$ cat config.mk
export PLATFORM = sky130hd
export DESIGN_NAME = psue_csr
export DESIGN_NICKNAME = d
export VERILOG_FILES = /design/src/sv/psue_pkg.sv /design/src/sv/psue_csr.sv
export SDC_FILE = /design/constraint.sdc
export NUM_CORES = 1
export LEC_CHECK = 0
export BUFFER_PORTS_ARGS = -buffer_cell sky130_fd_sc_hd__buf_2
export CORE_MARGIN = 1
export CORE_UTILIZATION = 51
export CTS_BUF_LIST = sky130_fd_sc_hd__clkbuf_4
export DETAILED_ROUTE_END_ITERATION = 16
export GPL_ROUTABILITY_DRIVEN = 0
export PLACE_DENSITY = 0.88
export SYNTH_ARGS = -nofsm -noshare
export SYNTH_HDL_FRONTEND = slang
export SYNTH_SLANG_ARGS = --single-unit
$ cat constraint.sdc
create_clock -name clock -period 1.45 [get_ports clock]
set_input_delay 0.0725 -clock clock [delete_from_list [all_inputs] [get_ports clock]]
set_output_delay 0.0725 -clock clock [all_outputs]
set_load 0.01 [all_outputs]
$ cat src/sv/psue_pkg.sv
// ----------------------------------------------------------------------------
// psue_pkg
// Shared types and constants of the particle store update engine.
// ----------------------------------------------------------------------------
package psue_pkg;

   localparam int MAX_PARTICLES = 256;
   localparam int SORT_PASSES   = 5;
   localparam int IDX_W         = $clog2(MAX_PARTICLES);
   localparam int CNT_W         = $clog2(MAX_PARTICLES + 1);
   localparam int PASS_W        = $clog2(SORT_PASSES + 1);
   localparam int CSR_AW        = 5;

   localparam logic [24:0] AGE_MAX = 25'h1FFFFFF;

   // Transaction function codes.
   localparam logic [1:0] FUNC_TICK    = 2'd0;
   localparam logic [1:0] FUNC_SPAWN   = 2'd1;
   localparam logic [1:0] FUNC_READ    = 2'd2;
   localparam logic [1:0] FUNC_RESTART = 2'd3;

   // Result status codes.
   localparam logic [1:0] STATUS_OK    = 2'd0;
   localparam logic [1:0] STATUS_FULL  = 2'd1;
   localparam logic [1:0] STATUS_RANGE = 2'd2;

   // Spawn modes. The reserved mode behaves like no spawning.
   localparam logic [1:0] MODE_CONTINUOUS = 2'd0;
   localparam logic [1:0] MODE_ONCE       = 2'd1;
   localparam logic [1:0] MODE_NONE       = 2'd2;
   localparam logic [1:0] MODE_RESERVED   = 2'd3;

   // Register indexes.
   localparam logic [2:0] REG_MAX_AGE      = 3'd0;
   localparam logic [2:0] REG_SPAWN_PERIOD = 3'd1;
   localparam logic [2:0] REG_PER_SPAWN    = 3'd2;
   localparam logic [2:0] REG_SPAWN_MODE   = 3'd3;
   localparam logic [2:0] REG_SPIN         = 3'd4;

   typedef struct packed {
      logic [23:0]        max_age;
      logic [23:0]        spawn_period;
      logic [7:0]         per_spawn;
      logic [1:0]         spawn_mode;
      logic signed [31:0] spin;
   } psue_cfg_type;

   typedef struct packed {
      logic signed [31:0] pos_x;
      logic signed [31:0] pos_y;
      logic signed [31:0] pos_z;
      logic signed [31:0] vel_x;
      logic signed [31:0] vel_y;
      logic signed [31:0] vel_z;
      logic signed [31:0] rotation;
      logic signed [31:0] spin;
      logic [24:0]        age;
   } psue_entry_type;

   typedef struct packed {
      logic             we;
      logic [IDX_W-1:0] waddr;
      psue_entry_type   wdata;
      logic             re;
      logic [IDX_W-1:0] raddr;
   } psue_mem_req_type;

   typedef enum logic [3:0] {
      ST_IDLE,
      ST_AG_RD,
      ST_AG_EVAL,
      ST_AG_WR,
      ST_CP_WR,
      ST_SR_START,
      ST_SR_SQ,
      ST_SR_CMP,
      ST_SR_END,
      ST_TIMER,
      ST_RD_WAIT,
      ST_DONE
   } psue_state_type;

endpackage

$ cat src/sv/psue_csr.sv
// ----------------------------------------------------------------------------
// psue_csr
// Configuration registers behind an APB-style port.
// ----------------------------------------------------------------------------
module psue_csr (
   input  logic                       clock,
   input  logic                       reset,
   input  logic                       psel,
   input  logic                       penable,
   input  logic                       pwrite,
   input  logic [psue_pkg::CSR_AW-1:0] paddr,
   input  logic [31:0]                pwdata,
   output logic [31:0]                prdata,
   output logic                       pready,
   output psue_pkg::psue_cfg_type     cfg
);
   import psue_pkg::*;

   psue_cfg_type cfg_ff, cfg_in;
   logic [2:0]   reg_idx;
   logic         wr_en;

   assign reg_idx = paddr[CSR_AW-1:2];
   assign wr_en   = psel && penable && pwrite;
   assign pready  = 1'b1;
   assign cfg     = cfg_ff;

   // Register write decode.
   always_comb begin
      cfg_in = cfg_ff;
      if (wr_en) begin
         case (reg_idx)
            REG_MAX_AGE:      cfg_in.max_age      = pwdata[23:0];
            REG_SPAWN_PERIOD: cfg_in.spawn_period = pwdata[23:0];
            REG_PER_SPAWN:    cfg_in.per_spawn    = pwdata[7:0];
            REG_SPAWN_MODE:   cfg_in.spawn_mode   = pwdata[1:0];
            REG_SPIN:         cfg_in.spin         = pwdata;
            default:          cfg_in = cfg_ff;
         endcase
      end
   end

   always_ff @(posedge clock) begin
      if (reset) begin
         cfg_ff.max_age      <= 24'd262144;
         cfg_ff.spawn_period <= 24'd65536;
         cfg_ff.per_spawn    <= 8'd1;
         cfg_ff.spawn_mode   <= MODE_CONTINUOUS;
         cfg_ff.spin         <= '0;
      end else begin
         cfg_ff <= cfg_in;
      end
   end

   // Read data mux.
   always_comb begin
      case (reg_idx)
         REG_MAX_AGE:      prdata = {8'd0, cfg_ff.max_age};
         REG_SPAWN_PERIOD: prdata = {8'd0, cfg_ff.spawn_period};
         REG_PER_SPAWN:    prdata = {24'd0, cfg_ff.per_spawn};
         REG_SPAWN_MODE:   prdata = {30'd0, cfg_ff.spawn_mode};
         REG_SPIN:         prdata = cfg_ff.spin;
         default:          prdata = '0;
      endcase
   end

endmodule

---- Yosys cells after proc, flatten, opt, wreduce, memory -nomap -nowiden ----
Index checks and enable logic that the tools add are counted.
word-level totals
  bits of input ports ..................... 42
  word-level logic and storage cells ...... 18
  flip-flop bits (word level) ............. 90
  output and inout bits ................... 123
cells by class
  equality and inequality tests ........... 4
  multiplexer cells ....................... 1
  reductions and logical operators ........ 8
operators with widths
  kind                  count
  $pmux W32 S5          1
  $reduce_and A2 Y1     5
  $eq A3 B2 Y1 const B  2
  $eq A3 B1 Y1 const B  1
  $eq A3 B3 Y1 const B  1
  $logic_not A3 Y1      1
  $logic_and A1 B1 Y1   2

---- Longest topological paths before layout ----
  depth after elaboration ................. 3
  mapped depth ............................ 6

---- Worst setup path after synthesis ----
OpenSTA, ideal clock, no wires.
  path type ............................... input to output
  start ................................... input port paddr[2] in the netlist's numbering
  end ..................................... output port prdata[3]
  stages on the path ...................... 5
  arrival ................................. 1.036 ns
  path slack .............................. 0.341 ns
  path through ............................ buf_6 > buf_4 > or2_2 > clkbuf_1 > o211ai_1
between the ends
  cells in the longest elaborated chain, start to end .. 2
  elaborated cells on any way between the ends .. 6
RTL lines
  element                                     line            source
  start, declared                             psue_csr.sv:11  input logic [psue_pkg::CSR_AW-1:0] paddr,
  $eq A3 B3 Y1, or another cell as far along  psue_csr.sv:57  case (reg_idx)
  $pmux W32 S5 (*)                            psue_csr.sv:57
  end, declared                               psue_csr.sv:13  output logic [31:0] prdata,
Mark *: on every way between the ends. The rest lies on a longest branch, timed or not.

---- Worst setup path after layout ----
  start ................................... register cfg_ff (netlist bit cfg[67])
  end ..................................... output port prdata[1]
between the ends
  cells in the longest elaborated chain, start to end .. 1
RTL lines
  element                 line            source
  start, declared         psue_csr.sv:19  psue_cfg_type cfg_ff, cfg_in;
  start signal, assigned  psue_csr.sv:51  cfg_ff <= cfg_in;
  $pmux W32 S5            psue_csr.sv:57
Every way passes these cells.

==> flow_metrics.py <==
metrics = {
    "placement": {
        "dpl.hpwl_um": 8740,
        "dp_slack_ns": 0.0793,
        "place_area_um2": 5430,
        "io_buffers": 161,
    },
    "timing": {
        "rsz0062_at_grt": "true",
        "fin_skew_ns": 0,
        "setup_viol": 2,
        "final.setup.tns_ns": -0.242,
        "maxSlewViolCount": 0,
        "timing.fmax_ghz": 0.624,
        "setup_ws_ns": -0.152,
        "post-route-min-period_ns": 1.60,
        "hold_violations": 0,
        "finalCritPeriodShare_pct": 110,
    },
    "worst_setup_path": {
        "cp-end-kind": "output port",
        "worstSetupPathType": "flop to output port",
        "crit_required_ns": 1.38,
        "ff2ff_setup_slack_ns": 0.54,
        "cp_max_fo": 3,
        "critPathLaunchType": "flop",
        "cp.arrival_ns": 1.53,
    },
    "routing": {
        "drc_errors": 0,
        "vias_per_cell": 5.42,
        "avgRoutedWirePerCell_um": 16.9,
        "finalWirelength_um": 12900,
        "drt_iter0_drc": 178,
        "drtAntennaViolNets": 0,
        "dr.pass1.iters": 5,
        "via_count": 4136,
    },
    "pwr": {
        "internal_power_mw": 3.51,
        "combPwrFrac_pct": 11.7,
        "power_frac_clock_pct": 33.7,
        "p_sw_mw": 1.07,
        "power.leakage_nw": 3.00,
        "max-vdd-ir-drop_uv": 590,
        "power.density_nw_per_um2": 764,
        "p_seq_share_pct": 54.7,
        "netSwitchingFraction_pct": 23.4,
    },
    "global_routing": {
        "grt_max_degree": 125,
        "first_global_vias": 3946,
        "gr-total-overflow": 0,
        "antenna_found_initial": 0,
        "grt_pass1_wl_um": 18800,
        "grt_util_all_layers_pct": 27.1,
    },
    "cells_and_area": {
        "multi_input_area_um2": 2490,
        "diodes": 0,
        "num-fill-cells": 613,
        "layout_common_cells": "161 x buf_2, 111 x nand2b_1, 101 x mux2i_1",
        "finalNetCount": 696,
        "final_area_um2": 6000,
        "area_growth_pct": 33.9,
        "seq_area_um2": 1820,
        "drive_gt1_share_pct": 36.0,
        "postLayoutCoreUtil_pct": 71.9,
        "layout_commonest_cell": "buf_2",
        "largest_reg_flops": 90,
    },
    "run_status": {
        "outcome": "complete, but fails checks",
        "violations": "negative setup slack",
    },
    "clocking": {
        "cts-root-buf": "clkbuf_4",
        "tritoncts": "built",
        "clk_latency_ns": 0.41,
        "clock_sinks": 90,
        "path_clk_slew_ns": 0.13,
        "clockBufferDepth": 2,
        "cts_made_buffers": 9,
        "htreeDepth": 3,
    },
    "floorplanning": {
        "die_x_um": 95.7,
        "dieArea_um2": 9160,
        "rows": 33,
        "die_h_um": 95.7,
        "coreArea_um2": 8340,
        "io-pin-count": 165,
        "start_util_pct": 53.7,
    },
    "synth": {
        "seq_area_frac_synth_pct": 40.2,
        "synth_top_area_share_pct": 40.2,
        "syn_inst": 456,
        "synthTopCellsByArea": "dfxtp_1 40%, mux2i_1 23%, nand2b_1 15%",
        "synth_warnings": 0,
        "syn_area_per_cell_um2": 9.83,
        "synth_top_cell_by_area": "dfxtp_1",
        "synth_area_um2": 4480,
        "synth_seq_cells": 90,
        "synth_nets": 498,
        "synthDistinctLibCells": 36,
    },
    "flow_run": {
        "max_cap_violations": 0,
    },
    "hold_path": {
        "holdCritPathClass": "input pin to flop",
    },
}
## power by group through the flow
stage          logic, mW  clock network, mW  registers (mW)
2_1_floorplan      0.271                  0            2.57
3_3_place_gp       0.435                  0            2.56
3_5_place_dp       0.450                  0            2.56
4_1_cts            0.521               1.57            2.51
5_1_grt            0.570               1.69            2.51
6_report           0.534               1.54            2.51
## Yosys cell counts, drive strengths merged
library cell	instances
inv	1
nor3b	2
nand3	9
nand2b	111
mux2i	103
nand2	9
dfxtp	90
clkbuf	19
a21oi	9
nor2b	3
nand4b	1
and4b	1
or2	1
nand4	1
and4	1
conb	1
o21ai	10
mux2	1
a2bb2oi	16
a221o	1
buf	18
o211ai	6
nand3b	7
nor2	22
and2	8
mux4	1
nor3	2
a311o	1
a21boi	1
## kinds of logic (layout without fill, tap and decap cells)
family	Yosys count	after routing	share of synthesized area, %
flops	90	90	40.2
compound gates	44	44	6.87
buf+inv	38	240	4.83
other cells	1	1	0.0837
simple gates	178	178	24.2
mux	105	105	23.8
## area by class of cell
cell class	instances	area share (%)
Multi-Input combinational cell	328	41.6
Sequential cell	90	30.3
Timing Repair Buffer	224	23.3
Tap cell	105	2.19
Clock buffer	12	1.50
Clock inverter	3	1.08
Inverter	1	0.0626
## critical path, stage by stage (launching register included)
cell	delay, ns
dfxtp_1	0.35
mux4_2	0.49
inv_2	0.09
o21ai_2	0.06
buf_2	0.14
## worst paths after layout
path	end	depth (start not counted)	start
setup / recovery	prdata[1]	4	cfg[67]$_SDFFE_PP0P_
setup reg to reg	cfg[34]$_SDFFE_PP1P_	2	cfg[34]$_SDFFE_PP1P_
hold reg to reg	cfg[25]$_SDFFE_PP0P_	2	cfg[25]$_SDFFE_PP0P_
hold / removal	cfg[33]$_SDFFE_PP0P_	4	penable
## per-stage QoR
step	power [mW]	hold slack (ns)	cells
final	4.58	0.162	763
after global routing	4.77	0.174	763
after CTS	4.60	0.145	759
after detailed placement	3.01	0.347	709
after global placement	2.99	0.338	709
after floorplan	2.84	0.220	456
## metal layers
metal	vias up	GRT usage [%]	wire (µm)
met3	32	4.66	739
li1	1955	-	-
met2	167	48.5	6690
met4	0	14.4	321
met1	1982	30.7	5170
met5	-	0	0
## repair_timing
action / in CTS / in global routing
setup endpoints to repair: 3 / 7
pin swaps: 1 / 3
resized for setup: 9 / 12
buffers inserted: 3 / 4
hold endpoints to repair: 86 / 0
hold buffers: 32 / 0
No activity file was read; power rests on OpenSTA's default activity.
